### config.mk
export PLATFORM = sky130hd
export DESIGN_NAME = rbh_queue
export DESIGN_NICKNAME = d
export VERILOG_FILES = /design/src/hdl/ray_box_hit_test_top_defines.svh /design/src/hdl/rbh_queue.sv
export SDC_FILE = /design/constraint.sdc
export NUM_CORES = 1
export LEC_CHECK = 0
export ABC_AREA = 1
export BUFFER_PORTS_ARGS = -buffer_cell sky130_fd_sc_hd__buf_2
export CORE_ASPECT_RATIO = 1.4
export CORE_UTILIZATION = 30
export DETAILED_ROUTE_END_ITERATION = 8
export SLEW_MARGIN = 20
export SYNTH_ARGS = -nofsm -noshare
export SYNTH_HDL_FRONTEND = slang
export SYNTH_SLANG_ARGS = --single-unit
### constraint.sdc
create_clock -name clk -period 1.9 [get_ports clk]
set_input_delay 0.38 -clock clk [delete_from_list [all_inputs] [get_ports clk]]
set_output_delay 0.38 -clock clk [all_outputs]
set_load 0.005 [all_outputs]
### src/hdl/ray_box_hit_test_top_defines.svh
`ifndef RAY_BOX_HIT_TEST_TOP_DEFINES_SVH
`define RAY_BOX_HIT_TEST_TOP_DEFINES_SVH

// Checks an implication on every clock edge outside reset.
`define RBH_ASSERT(name, prop, msg) \
    name: assert property (@(posedge clk) disable iff (!rst_n) prop) else $error(msg);

// Checks a property on every clock edge, reset included.
`define RBH_ASSERT_ALWAYS(name, prop, msg) \
    name: assert property (@(posedge clk) prop) else $error(msg);

`endif

### src/hdl/rbh_queue.sv
module rbh_queue #(
    parameter int WIDTH = 8,
    parameter int DEPTH = 4
) (
    input  logic             clk,
    input  logic             rst_n,
    input  logic             push_valid,
    output logic             push_ready,
    input  logic [WIDTH-1:0] push_data,
    output logic             pop_valid,
    input  logic             pop_ready,
    output logic [WIDTH-1:0] pop_data
);

    localparam int PW = (DEPTH > 1) ? $clog2(DEPTH) : 1;
    localparam int CW = $clog2(DEPTH + 1);

    logic [WIDTH-1:0] mem_reg [DEPTH];
    logic [PW-1:0]    wr_ptr_reg, wr_ptr_next, rd_ptr_reg, rd_ptr_next;
    logic [CW-1:0]    cnt_reg, cnt_next;
    logic             push, pop;

    assign push_ready = (cnt_reg != CW'(DEPTH));
    assign pop_valid  = (cnt_reg != '0);
    assign push       = push_valid && push_ready;
    assign pop        = pop_valid && pop_ready;
    assign pop_data   = mem_reg[rd_ptr_reg];

    always_comb
    begin
        wr_ptr_next = wr_ptr_reg;
        rd_ptr_next = rd_ptr_reg;
        cnt_next    = cnt_reg;
        if (push)
        begin
            wr_ptr_next = (wr_ptr_reg == PW'(DEPTH-1)) ? '0 : wr_ptr_reg + 1'b1;
        end
        if (pop)
        begin
            rd_ptr_next = (rd_ptr_reg == PW'(DEPTH-1)) ? '0 : rd_ptr_reg + 1'b1;
        end
        if (push && !pop)
        begin
            cnt_next = cnt_reg + 1'b1;
        end
        else if (pop && !push)
        begin
            cnt_next = cnt_reg - 1'b1;
        end
    end

    always_ff @(posedge clk or negedge rst_n)
    begin
        if (!rst_n)
        begin
            wr_ptr_reg <= '0;
            rd_ptr_reg <= '0;
            cnt_reg    <= '0;
        end
        else
        begin
            wr_ptr_reg <= wr_ptr_next;
            rd_ptr_reg <= rd_ptr_next;
            cnt_reg    <= cnt_next;
        end
    end

    always_ff @(posedge clk)
    begin
        if (push)
        begin
            mem_reg[wr_ptr_reg] <= push_data;
        end
    end

endmodule

# Yosys cells after proc, flatten, opt, wreduce, memory -nomap -nowiden
# Memories as Yosys holds them, arrays and structs flattened.
# Index checks and enable logic that the tools add are counted.
[word_totals]
reg_bits = 7
latch_bits = 0
ramBits = 32
mem_bits_ro = 0
input_bits = 12
elab_cells = 25
n_memories = 1
[memory_table]
columns = ["memory", "words", "width", "rd", "rd_clocked_by_memory_dff", "write_ports", "line_no", "rtl"]
rows = [
  ["mem_reg", 4, 8, 1, 0, 1, "rbh_queue.sv:18", "logic [WIDTH-1:0] mem_reg [DEPTH];"],
]
[classes]
addsub = 4
mul = 0
div_mod_pow = 0
magnitude_cmp = 0
eq_ne = 3
n_shift = 0
muxes = 6
bitwise_logic = 0
n_reduce_logical = 8
[op_table]
columns = ["operator", "count"]
rows = [
  ["$mux 3", 2],
  ["$add 2x1->2 const B", 2],
  ["$eq 2x2->1 const B", 2],
  ["$logic_and 1x1->1", 4],
  ["$mux 2", 2],
  ["$add 3x1->3 const B", 1],
  ["$ne 3x3->1 const B", 1],
  ["$reduce_bool 3->1", 1],
  ["$sub 3x1->3 const B", 1],
  ["$logic_not 1->1", 2],
  ["$mux 1", 2],
  ["$reduce_bool 2->1", 1],
]

# Depth between registers and ports, before layout
# Gate-level depths: netlist (run 1).
[logic_depth]
ltp_word = 6
depth_mapped = 12
mapped_depth_nobuf = 12

# Least setup slack after synthesis (run 1)
# OpenSTA, ideal clock, no wires.
[synth_path]
path_kind = "reg-to-reg"
startpoint = "register cnt_reg[1]"
endpoint = "register cnt_reg[1]"
t_arrival_ns = 1.542
path_slack_ns = 0.231
path_stages_with_launch = 10
n_path_buf = 0
synth_period_minus_slack_ns = 1.669
cell_sequence = "dfrtp_1 inv_1 nand3_2 nand2_2 inv_1 ha_1 inv_1 fa_1 nand2_1 o21ai_0"
[synth_rtl]
columns = ["item", "line_no", "rtl"]
rows = [
  ["from (decl)", "rbh_queue.sv:20", "logic [CW-1:0] cnt_reg, cnt_next;"],
  ["from (signal assigned)", "rbh_queue.sv:64", "cnt_reg <= cnt_next;"],
  ["$ne 3x3->1", "rbh_queue.sv:23", "assign push_ready = (cnt_reg != CW'(DEPTH));"],
  ["via push_ready", "rbh_queue.sv:8", "output logic push_ready,"],
  ["$logic_and 1x1->1", "rbh_queue.sv:25", "assign push = push_valid && push_ready;"],
  ["via push", "rbh_queue.sv:21", "logic push, pop;"],
  ["$logic_and 1x1->1", "rbh_queue.sv:42", "if (push && !pop)"],
  ["$mux 3", "rbh_queue.sv:42", ""],
  ["via cnt_next[1]", "rbh_queue.sv:20", ""],
]
# The timed path passes the listed nets, and every way through them passes these cells. The select of a mux whose other input is x is not followed.
# A chain may end at the register's enable or synchronous reset.

# Final worst setup path (run 1)
[layout_path]
startpoint = "register cnt_reg[0]"
endpoint = "register cnt_reg[1]"
[layout_rtl]
columns = ["item", "line_no"]
rows = [
  ["$ne 3x3->1", "rbh_queue.sv:23"],
  ["$logic_and 1x1->1", "rbh_queue.sv:25"],
  ["via push", "rbh_queue.sv:21"],
  ["$logic_and 1x1->1", "rbh_queue.sv:42"],
  ["$mux 3", "rbh_queue.sv:42"],
  ["via cnt_next[1]", "rbh_queue.sv:20"],
]
# The timed path passes the listed nets, and every way through them passes these cells. The select of a mux whose other input is x is not followed.

==> impl_metrics.yaml, run 1 <==
grt:
  grt_usage_pct: 10.65
  grt_antenna_before_repair: 0
  grt_pass1_wl_um: 4636
  grt_overflow: 0
  grt_pass1_vias: 1037
  grt_max_degree: 36
floorplanning:
  coreArea_um2: 5565
  io_pins: 22
  initial_core_util_pct: 31.52
  rows: 32
  fp.dieArea_um2: 6161
  die_w_um: 66.63
  die_h_um: 92.48
pwr:
  p_total_w: 0.003052
  p_leak_nw: 0.9102
  vdd_drop_max_v: 0.0007454
  power_density_nw_per_um2: 1468
synthesis:
  synth-edff-count: 32
  synth_area_leaders: "edfxtp_1, dfrtp_1, nand2_1, o211ai_1, inv_1"
  synthArstFlopShare_pct: 17.95
  synth.most_common_cell: "nand2_1"
  syn_inst: 152
  ys_ff_latch: 39
  synth_cell_type_count: 16
  ys_warn_count: 0
  avgSynthCellArea_um2: 11.54
  yosys.area.top_type_share_pct: 54.78
  ys.flop_type: "edfxtp_1"
  netlist_top_cells_count: "nand2_1, edfxtp_1, inv_1, o211ai_1, dfrtp_1"
  yosysSeqAreaShare_pct: 64.76
  synth_top_area_cell: "edfxtp_1"
  syn_nets: 171
  synth_area_um2: 1754
setup_path:
  reg2reg_slack_ns: 0.15
  critPathMaxStageDelay_ns: 0.43
  crit_path_end_kind: "flop"
  worst-path-buf-inv: 3
  slowest_stage: "dfrtp_1"
  path_max_fanout: 4
  path_cells: "inv_2 -> nand3_2 -> nand2_4 -> inv_1 -> ha_1 -> inv_1 -> fa_1 -> nand2_1 -> o21ai_0"
  timing.rr.start: "cnt_reg[0]"
  crit_type: "reg2reg"
  r2r_cells: 9
  arrival_ns: 1.91
  startpoint: "cnt_reg[0]"
  required_ns: 2.06
  cpMostUsedCell: "inv_1"
  path_delay_family: "adder cells"
  worstSetupPathDepth: 9
  crit_path_start_kind: "flop"
timing:
  finalHoldViolCount: 0
  finalSetupTns_ns: 0
  fin_skew_ns: 0.008862
  setup_violations: 0
  hold_ws_ns: 0.3029
  fin_crit_ns: 1.748
  rsz0062_at_grt: "false"
  setup_ws_ns: 0.1522
  slew_violations: 0
  clock.fmax_mhz: 572.2
  fin_crit_sh_pct: 91.99
  tightestPinTransition_ns: 0.3244
  maxSlewHeadroom_pct: 78.37
hold_path:
  hold_depth: 1
  min_path_type: "in2reg"
  hold_start: "push_data[1]"
clock_tree:
  cts_tree: "done"
  numCtsBuffers: 5
  clk_path_buf_depth: 2
  insertion_delay_ns: 0.29
  cts_sinks: 39
  clockRootBuffer: "clkbuf_8"
  clk_pin_slew_ns: 0.07
  h-tree-depth: 2
final_layout:
  fillers: 532
  multi_input_area_um2: 459.2
  drive_gt1_share_pct: 22.83
  fin_cells: 252
  largest_reg_flops: 32
  diodes: 0
  seq_area_um2: 1136
  syn2layout_area_growth_pct: 18.47
  nets: 202
drt:
  viasPerCell: 4.266
  ant_nets: 0
  wire_per_inst_um: 10.99
  drt_iter0_drc: 26
  drc: 0
  routed_wl_um: 2770
  via_count: 1075
  drt_first_pass_iters: 2
place:
  globalplace.congestion: 0.7441
  port_buffers: 21
  dp.cells: 242
  pre_cts_ws_ns: 0.09159
  dp_hpwl_um: 2010
outcome:
  status: "finished, final reports clean"
run:
  drv_cap: 0
-- final cells by class --
cell class                      count  area share (%)
Clock buffer                        6           3.974
Clock inverter                      2           1.686
Inverter                           30           5.418
Multi-Input combinational cell     78           22.10
Sequential cell                    39           54.67
Tap cell                           68           4.094
Timing Repair Buffer               29           8.067
-- placed cells by master (no fill, tap or decap), types with 2 or more instances in the layout --
| cell type | n |
|---|---|
| inv_2 | 2 |
| nand2_1 | 37 |
| clkbuf_8 | 6 |
| ha_1 | 6 |
| nand3_1 | 5 |
| buf_4 | 7 |
| buf_2 | 21 |
| nor2_1 | 6 |
| inv_1 | 28 |
| o211ai_1 | 16 |
| nand3_2 | 2 |
| edfxtp_1 | 32 |
| dfrtp_1 | 7 |
-- cell families (layout without fill, tap and decap cells) --
kind of cell | after synthesis | count (layout) | synth area share [%]
fa+ha+maj | 7 | 7 | 5.421
compound gates | 17 | 17 | 7.133
buf+inv | 35 | 67 | 9.628
flops | 39 | 39 | 64.76
simple gates | 53 | 53 | 12.55
xor+xnor | 1 | 1 | 0.4994
-- where the power goes --
| part | total (W) | switching, W | internal [W] |
|---|---|---|---|
| combinational | 0.00113 | 0.000670 | 0.000456 |
| sequential | 0.00124 | 0.0000912 | 0.00115 |
| clock | 0.000686 | 0.000262 | 0.000424 |
| total | 0.00305 | 0.00102 | 0.00203 |
-- final timing paths --
kind	to
worst max-delay path	cnt_reg[1]
worst min register to register	wr_ptr_reg[1]
worst max register to register	cnt_reg[1]
min in group asynchronous	cnt_reg[2]
max in group asynchronous	wr_ptr_reg[1]
worst min-delay path	mem_reg[3][1]
-- timing repair --
action                     in CTS  in global routing
hold buffers                    1                  0
gates resized for setup         0                  3
setup buffers                   0                  1
hold endpoints to repair        7                  0
setup endpoints to repair       0                  2
-- stage by stage --
stage                     area, um^2  util, %
after global routing            2078    37.34
after floorplan                 1754        -
after detailed placement        1933    34.73
final                           2078    37.34
after CTS                       2061    37.03
after global placement          1933    34.73
-- metal layers --
layer  routed length, um  vias up  global-route usage [%]  part of all wire (%)
met5                   0        -                       0                     0
met4                  69        0                   6.383                   2.5
met3                 102        5                   2.833                   3.7
met2                1657       15                   20.29                    60
met1                 940      493                   9.395                    34
li1                    -      562                       -                     -
-- worst reg2reg max path: cells and delay by family, from the launching register on --
family	cells	cell delay, ns
AO/OA/AOI/OAI	1	0.09
AND/OR/NAND/NOR	3	0.28
flip-flops	1	0.43
buffers and inverters	3	0.22
adder cells (fa/ha/maj)	2	0.61
No activity file was read; power rests on OpenSTA's default activity.
==> run 2, diff against run 1 <==
--- a/config.mk
+++ b/config.mk
@@ -7,9 +7,12 @@
 export LEC_CHECK = 0
 export ABC_AREA = 1
 export BUFFER_PORTS_ARGS = -buffer_cell sky130_fd_sc_hd__buf_2
+export CELL_PAD_IN_SITES_DETAIL_PLACEMENT = 1
+export CELL_PAD_IN_SITES_GLOBAL_PLACEMENT = 1
 export CORE_ASPECT_RATIO = 1.4
 export CORE_UTILIZATION = 30
 export DETAILED_ROUTE_END_ITERATION = 8
+export PLACE_DENSITY = 0.66
 export SLEW_MARGIN = 20
 export SYNTH_ARGS = -nofsm -noshare
 export SYNTH_HDL_FRONTEND = slang
==> run 2 against run 1 <==
- final cell count rose by 0.79%
- combinational power increased by 6%
- sequential share of layout area decreased by 1.0 points
- critical path depth unchanged
- first-iteration DRC count up 100%
- sequential power hardly changed
- worst hold slack better by 0.0062 ns
- critical path type unchanged
- largest power group unchanged
==> impl_metrics.yaml, run 2 (synthesized netlist as in run 1, its figures left out) <==
outcome:
  status: "finished, final reports clean"
final_layout:
  fillers: 649
  layout_commonest_cell: "nand2_1"
  drive_gt1_share_pct: 24.73
  layout_common_cells: "nand2_1, edfxtp_1, inv_1"
  multi_input_area_um2: 469.2
  syn2layout_area_growth_pct: 20.83
  diodes: 0
  largest_reg_flops: 32
  utilization_pct: 38.08
  nets: 204
  seq_area_um2: 1137
clock_tree:
  clk_pin_slew_ns: 0.08
  clk_path_buf_depth: 2
  clockRootBuffer: "clkbuf_8"
  cts_sinks: 39
  h-tree-depth: 2
  numCtsBuffers: 5
  insertion_delay_ns: 0.29
  cts_tree: "done"
floorplanning:
  coreArea_um2: 5565
  initial_core_util_pct: 31.52
  fp.dieArea_um2: 6161
  die_w_um: 66.63
  rows: 32
  die_h_um: 92.48
  io_pins: 22
timing:
  rsz0062_at_grt: "false"
  fin_crit_ns: 1.757
  fin_skew_ns: 0.007202
  fin_crit_sh_pct: 92.45
  slew_violations: 0
  maxSlewHeadroom_pct: 81.15
  finalSetupTns_ns: 0
  hold_ws_ns: 0.3091
  setup_ws_ns: 0.1434
  tightestPinTransition_ns: 0.2825
  clock.fmax_mhz: 569.3
  setup_violations: 0
  finalHoldViolCount: 0
place:
  globalplace.congestion: 0.7216
  port_buffers: 21
  pre_cts_ws_ns: 0.08734
  dp_hpwl_um: 2362
pwr:
  p_total_w: 0.003256
  p_sw_share_pct: 33.47
  p_comb_share_pct: 36.9
  p_int_w: 0.002166
  p_sw_w: 0.001090
  p_leak_nw: 0.9221
  power_density_nw_per_um2: 1536
  vdd_drop_max_v: 0.0005664
  pwr-share-clk_pct: 24.7
  seqPwrFrac_pct: 38.4
grt:
  grt_usage_pct: 12.25
  grt_pass1_vias: 1198
  grt_overflow: 0
  grt_max_degree: 26
  grt_antenna_before_repair: 0
  grt_pass1_wl_um: 5499
setup_path:
  required_ns: 2.06
  path_max_fanout: 4
  crit_type: "reg2reg"
  path_delay_family: "adder cells"
  path_cells: "inv_2 -> nand3_4 -> nand2_4 -> inv_1 -> ha_1 -> inv_1 -> fa_2 -> nand2_1 -> o21ai_0"
  critPathMaxStageDelay_ns: 0.43
  crit_path_end_kind: "flop"
  slowest_stage: "fa_2"
  worst-path-buf-inv: 3
  cpMostUsedCell: "inv_1"
  crit_path_start_kind: "flop"
  arrival_ns: 1.92
drt:
  routed_wl_um: 3316
  wire_per_inst_um: 13.06
  drt_first_pass_iters: 4
  ant_nets: 0
  drt_iter0_drc: 53
  drc: 0
  viasPerCell: 4.528
  via_count: 1150
hold_path:
  min_path_type: "in2reg"
run:
  drv_cap: 0
run 2: final timing paths:
check	startpoint	to	slack (ns)	cells after the start
worst min-delay path	push_data[1]	mem_reg[3][1]	0.31	1
max in group asynchronous	rst_n	cnt_reg[2]	1.27	2
min in group asynchronous	rst_n	cnt_reg[0]	0.45	2
worst max register to register	cnt_reg[1]	cnt_reg[1]	0.14	9
worst min register to register	cnt_reg[0]	cnt_reg[0]	0.52	1
worst max-delay path	cnt_reg[1]	cnt_reg[1]	0.14	9
run 2: repair_timing:
action / 4_1_cts / 5_1_grt
hold buffers: 1 / 0
endpoints found under the setup margin: 0 / 2
buffers inserted: 0 / 2
hold endpoints to repair: 7 / 0
resized for setup: 0 / 7
run 2: final cells by class:
| cell class | count | area share, % |
|---|---|---|
| clock buffer | 6 | 3.424 |
| clock inverter | 2 | 2.834 |
| inverter | 30 | 5.313 |
| multi-input combinational | 78 | 22.14 |
| sequential | 39 | 53.66 |
| tap | 68 | 4.014 |
| timing repair buffer | 31 | 8.619 |
run 2: worst reg2reg max path, cell delays in order (launching register included):
cell     delay, ns
dfrtp_1       0.41
inv_2         0.11
nand3_4       0.10
nand2_4       0.08
inv_1         0.04
ha_1          0.21
inv_1         0.09
fa_2          0.43
nand2_1       0.07
o21ai_0       0.09
run 2: metrics by stage:
stage                     instance area, um^2  cells
after CTS                                2083    252
final                                    2120    254
after global routing                     2120    254
after floorplan                          1754    152
after global placement                   1941    243
after detailed placement                 1941    243
run 2: routing by layer:
layer | GRT usage (%) | vias to the layer above | share of wire, % | wire length (um)
li1 | - | 564 | - | -
met1 | 13.12 | 561 | 42 | 1388
met2 | 22.22 | 21 | 54 | 1779
met3 | 3.448 | 4 | 3.4 | 113
met4 | 4.255 | 0 | 1.1 | 36
met5 | 0 | - | 0 | 0
run 2: power by group through the flow:
| stage | Combinational [W] | Sequential, W | Clock [W] |
|---|---|---|---|
| detailed placement | 0.00117 | 0.00127 | 0 |
| finish | 0.00120 | 0.00125 | 0.000804 |
| CTS | 0.00118 | 0.00125 | 0.000826 |
| floorplan | 0.000816 | 0.00125 | 0 |
| global route | 0.00141 | 0.00127 | 0.000857 |
| global placement | 0.00115 | 0.00126 | 0 |
==> run 3, diff against run 2 <==
--- a/config.mk
+++ b/config.mk
@@ -13,6 +13,7 @@
 export CORE_UTILIZATION = 30
 export DETAILED_ROUTE_END_ITERATION = 8
 export PLACE_DENSITY = 0.66
+export SETUP_SLACK_MARGIN = 0.2
 export SLEW_MARGIN = 20
 export SYNTH_ARGS = -nofsm -noshare
 export SYNTH_HDL_FRONTEND = slang
==> run 3 against run 2 <==
- setup slack gained 0.085 ns
- combinational power grew 16%
- power grew 5.7%
- non-clock buffer count grew 6
- via count grew 2.0%
- design area grew 4.0%
- sequential share of layout area shrank 2.1 points
- critical path depth grew 1
- highest routed layer unchanged
- global-route usage grew 0.44 points
- worst hold slack lost 0.0030 ns
- first-iteration DRC count is the same
==> impl_metrics.yaml, run 3 (synthesized netlist as in run 1, its figures left out) <==
outcome:
  status: "finished, final reports clean"
timing:
  setup_violations: 0
  fin_crit_sh_pct: 87.97
  maxSlewHeadroom_pct: 81.16
  finalHoldViolCount: 0
  setup_ws_ns: 0.2286
  fin_crit_ns: 1.671
  rsz0062_at_grt: "true"
  slew_violations: 0
  finalSetupTns_ns: 0
  fin_skew_ns: 0.004207
  tightestPinTransition_ns: 0.2823
  clock.fmax_mhz: 598.3
pwr:
  p_int_w: 0.002275
  p_leak_nw: 0.9565
  p_comb_share_pct: 40.3
  p_sw_w: 0.001167
  power_density_nw_per_um2: 1561
  seqPwrFrac_pct: 36.2
  vdd_drop_max_v: 0.0008018
  p_sw_share_pct: 33.91
  pwr-share-clk_pct: 23.5
hold_path:
  min_to: "mem_reg[3][1]"
  min_path_type: "in2reg"
  hold_depth: 1
  hold_start: "push_data[1]"
setup_path:
  required_ns: 2.08
  r2r_end: "cnt_reg[2]"
  reg2reg_slack_ns: 0.23
  crit_type: "reg2reg"
  critPathMaxStageDelay_ns: 0.40
  path_cells: "inv_2 -> nand3_4 -> nand2_4 -> ha_4 -> inv_2 -> fa_2 -> inv_1 -> nand2_1 -> nand4_1 -> nand2_1"
  arrival_ns: 1.85
  crit_path_end_kind: "flop"
  slowest_stage: "dfrtp_1"
  r2r_cells: 10
  path_max_fanout: 4
  timing.rr.start: "cnt_reg[1]"
  path_delay_family: "adder cells"
  worst-path-buf-inv: 3
  crit_path_start_kind: "flop"
final_layout:
  multi_input_area_um2: 505.5
  seq_area_um2: 1137
  syn2layout_area_growth_pct: 25.68
  nets: 210
  layout_common_cells: "nand2_1, edfxtp_1, inv_1"
  fin_cells: 260
  diodes: 0
  largest_reg_flops: 32
  drive_gt1_share_pct: 30.21
  fillers: 639
  layout_commonest_cell: "nand2_1"
grt:
  grt_max_degree: 26
  grt_antenna_before_repair: 0
  grt_pass1_vias: 1226
  grt_usage_pct: 12.69
  grt_overflow: 0
  grt_pass1_wl_um: 5692
floorplanning:
  fp.dieArea_um2: 6161
  io_pins: 22
  rows: 32
  initial_core_util_pct: 31.52
  coreArea_um2: 5565
  die_w_um: 66.63
  die_h_um: 92.48
clock_tree:
  clockRootBuffer: "clkbuf_8"
  insertion_delay_ns: 0.29
  cts_tree: "done"
  clk_path_buf_depth: 2
  h-tree-depth: 2
  clk_pin_slew_ns: 0.08
  cts_sinks: 39
  numCtsBuffers: 5
drt:
  drt_iter0_drc: 53
  via_count: 1173
  ant_nets: 0
  drc: 0
  drt_first_pass_iters: 4
  routed_wl_um: 3507
  wire_per_inst_um: 13.49
  viasPerCell: 4.512
place:
  dp_hpwl_um: 2362
  globalplace.congestion: 0.7216
  port_buffers: 21
  pre_cts_ws_ns: 0.08734
  dp.cells: 243
run:
  drv_cap: 0
==> run 3: cell count changes in the layout (fill, tap and decap cells not counted), sizes merged <==
cell and change:
buf +6
==> run 3: worst max-delay path by stage <==
stage	end	cells past startpoint	from	slack (ns)
floorplan	cnt_reg[1]	9	cnt_reg[1]	0.23
global placement	cnt_reg[1]	9	cnt_reg[1]	0.13
detailed placement	cnt_reg[1]	9	cnt_reg[1]	0.09
CTS	cnt_reg[1]	8	cnt_reg[2]	0.22
global route	cnt_reg[2]	11	cnt_reg[1]	0.13
finish	cnt_reg[2]	10	cnt_reg[1]	0.23
==> run 3: repair_timing <==
item                       in CTS  in global routing
hold endpoints to repair        7                  0
setup endpoints to repair       5                 10
pin swaps                       4                  3
buffers inserted                5                  3
hold buffers                    1                  0
gates resized for setup         7                 11
==> run 3: worst reg2reg max path: cells and delay by family (launching register included) <==
| kind | cells | cell delay (ns) |
|---|---|---|
| DFF | 1 | 0.40 |
| and+or+nand+nor | 5 | 0.41 |
| buffers and inverters | 3 | 0.24 |
| adders and majority gates | 2 | 0.50 |
==> run 3: through the flow <==
step	power (W)	cell area [um^2]	utilization (%)	hold slack, ns
2_1_floorplan	0.002064	1754	-	0.08441
3_3_place_gp	0.002406	1941	34.87	0.2320
3_5_place_dp	0.002439	1941	34.87	0.2290
4_1_cts	0.003348	2140	38.44	0.3049
5_1_grt	0.003730	2205	39.61	0.3003
6_report	0.003441	2205	39.61	0.3060
==> run 3: power by group through the flow <==
stage	registers, W	logic, W	clock network (W)
after CTS	0.00124	0.00128	0.000826
after global routing	0.00127	0.00161	0.000857
after floorplan	0.00125	0.000816	0
after global placement	0.00126	0.00115	0
after detailed placement	0.00127	0.00117	0
final	0.00125	0.00139	0.000809
==> run 3: metal layers <==
metal	up-vias	part of all wire [%]	wire, um	GRT usage, %
li1	578	-	-	-
met1	570	41	1437	13.76
met2	21	55	1913	22.98
met3	4	3.3	115	3.448
met4	0	1.1	40	4.255
met5	-	0	0	0
==> run 3: cell type report <==
cell class              instances  area share (%)
inverters                      30           5.108
clock inverters                 2           2.724
multi-input cells              78           22.93
clock buffers                   6           3.292
repair buffers                 37           10.50
well taps                      68           3.859
flip-flops and latches         39           51.59
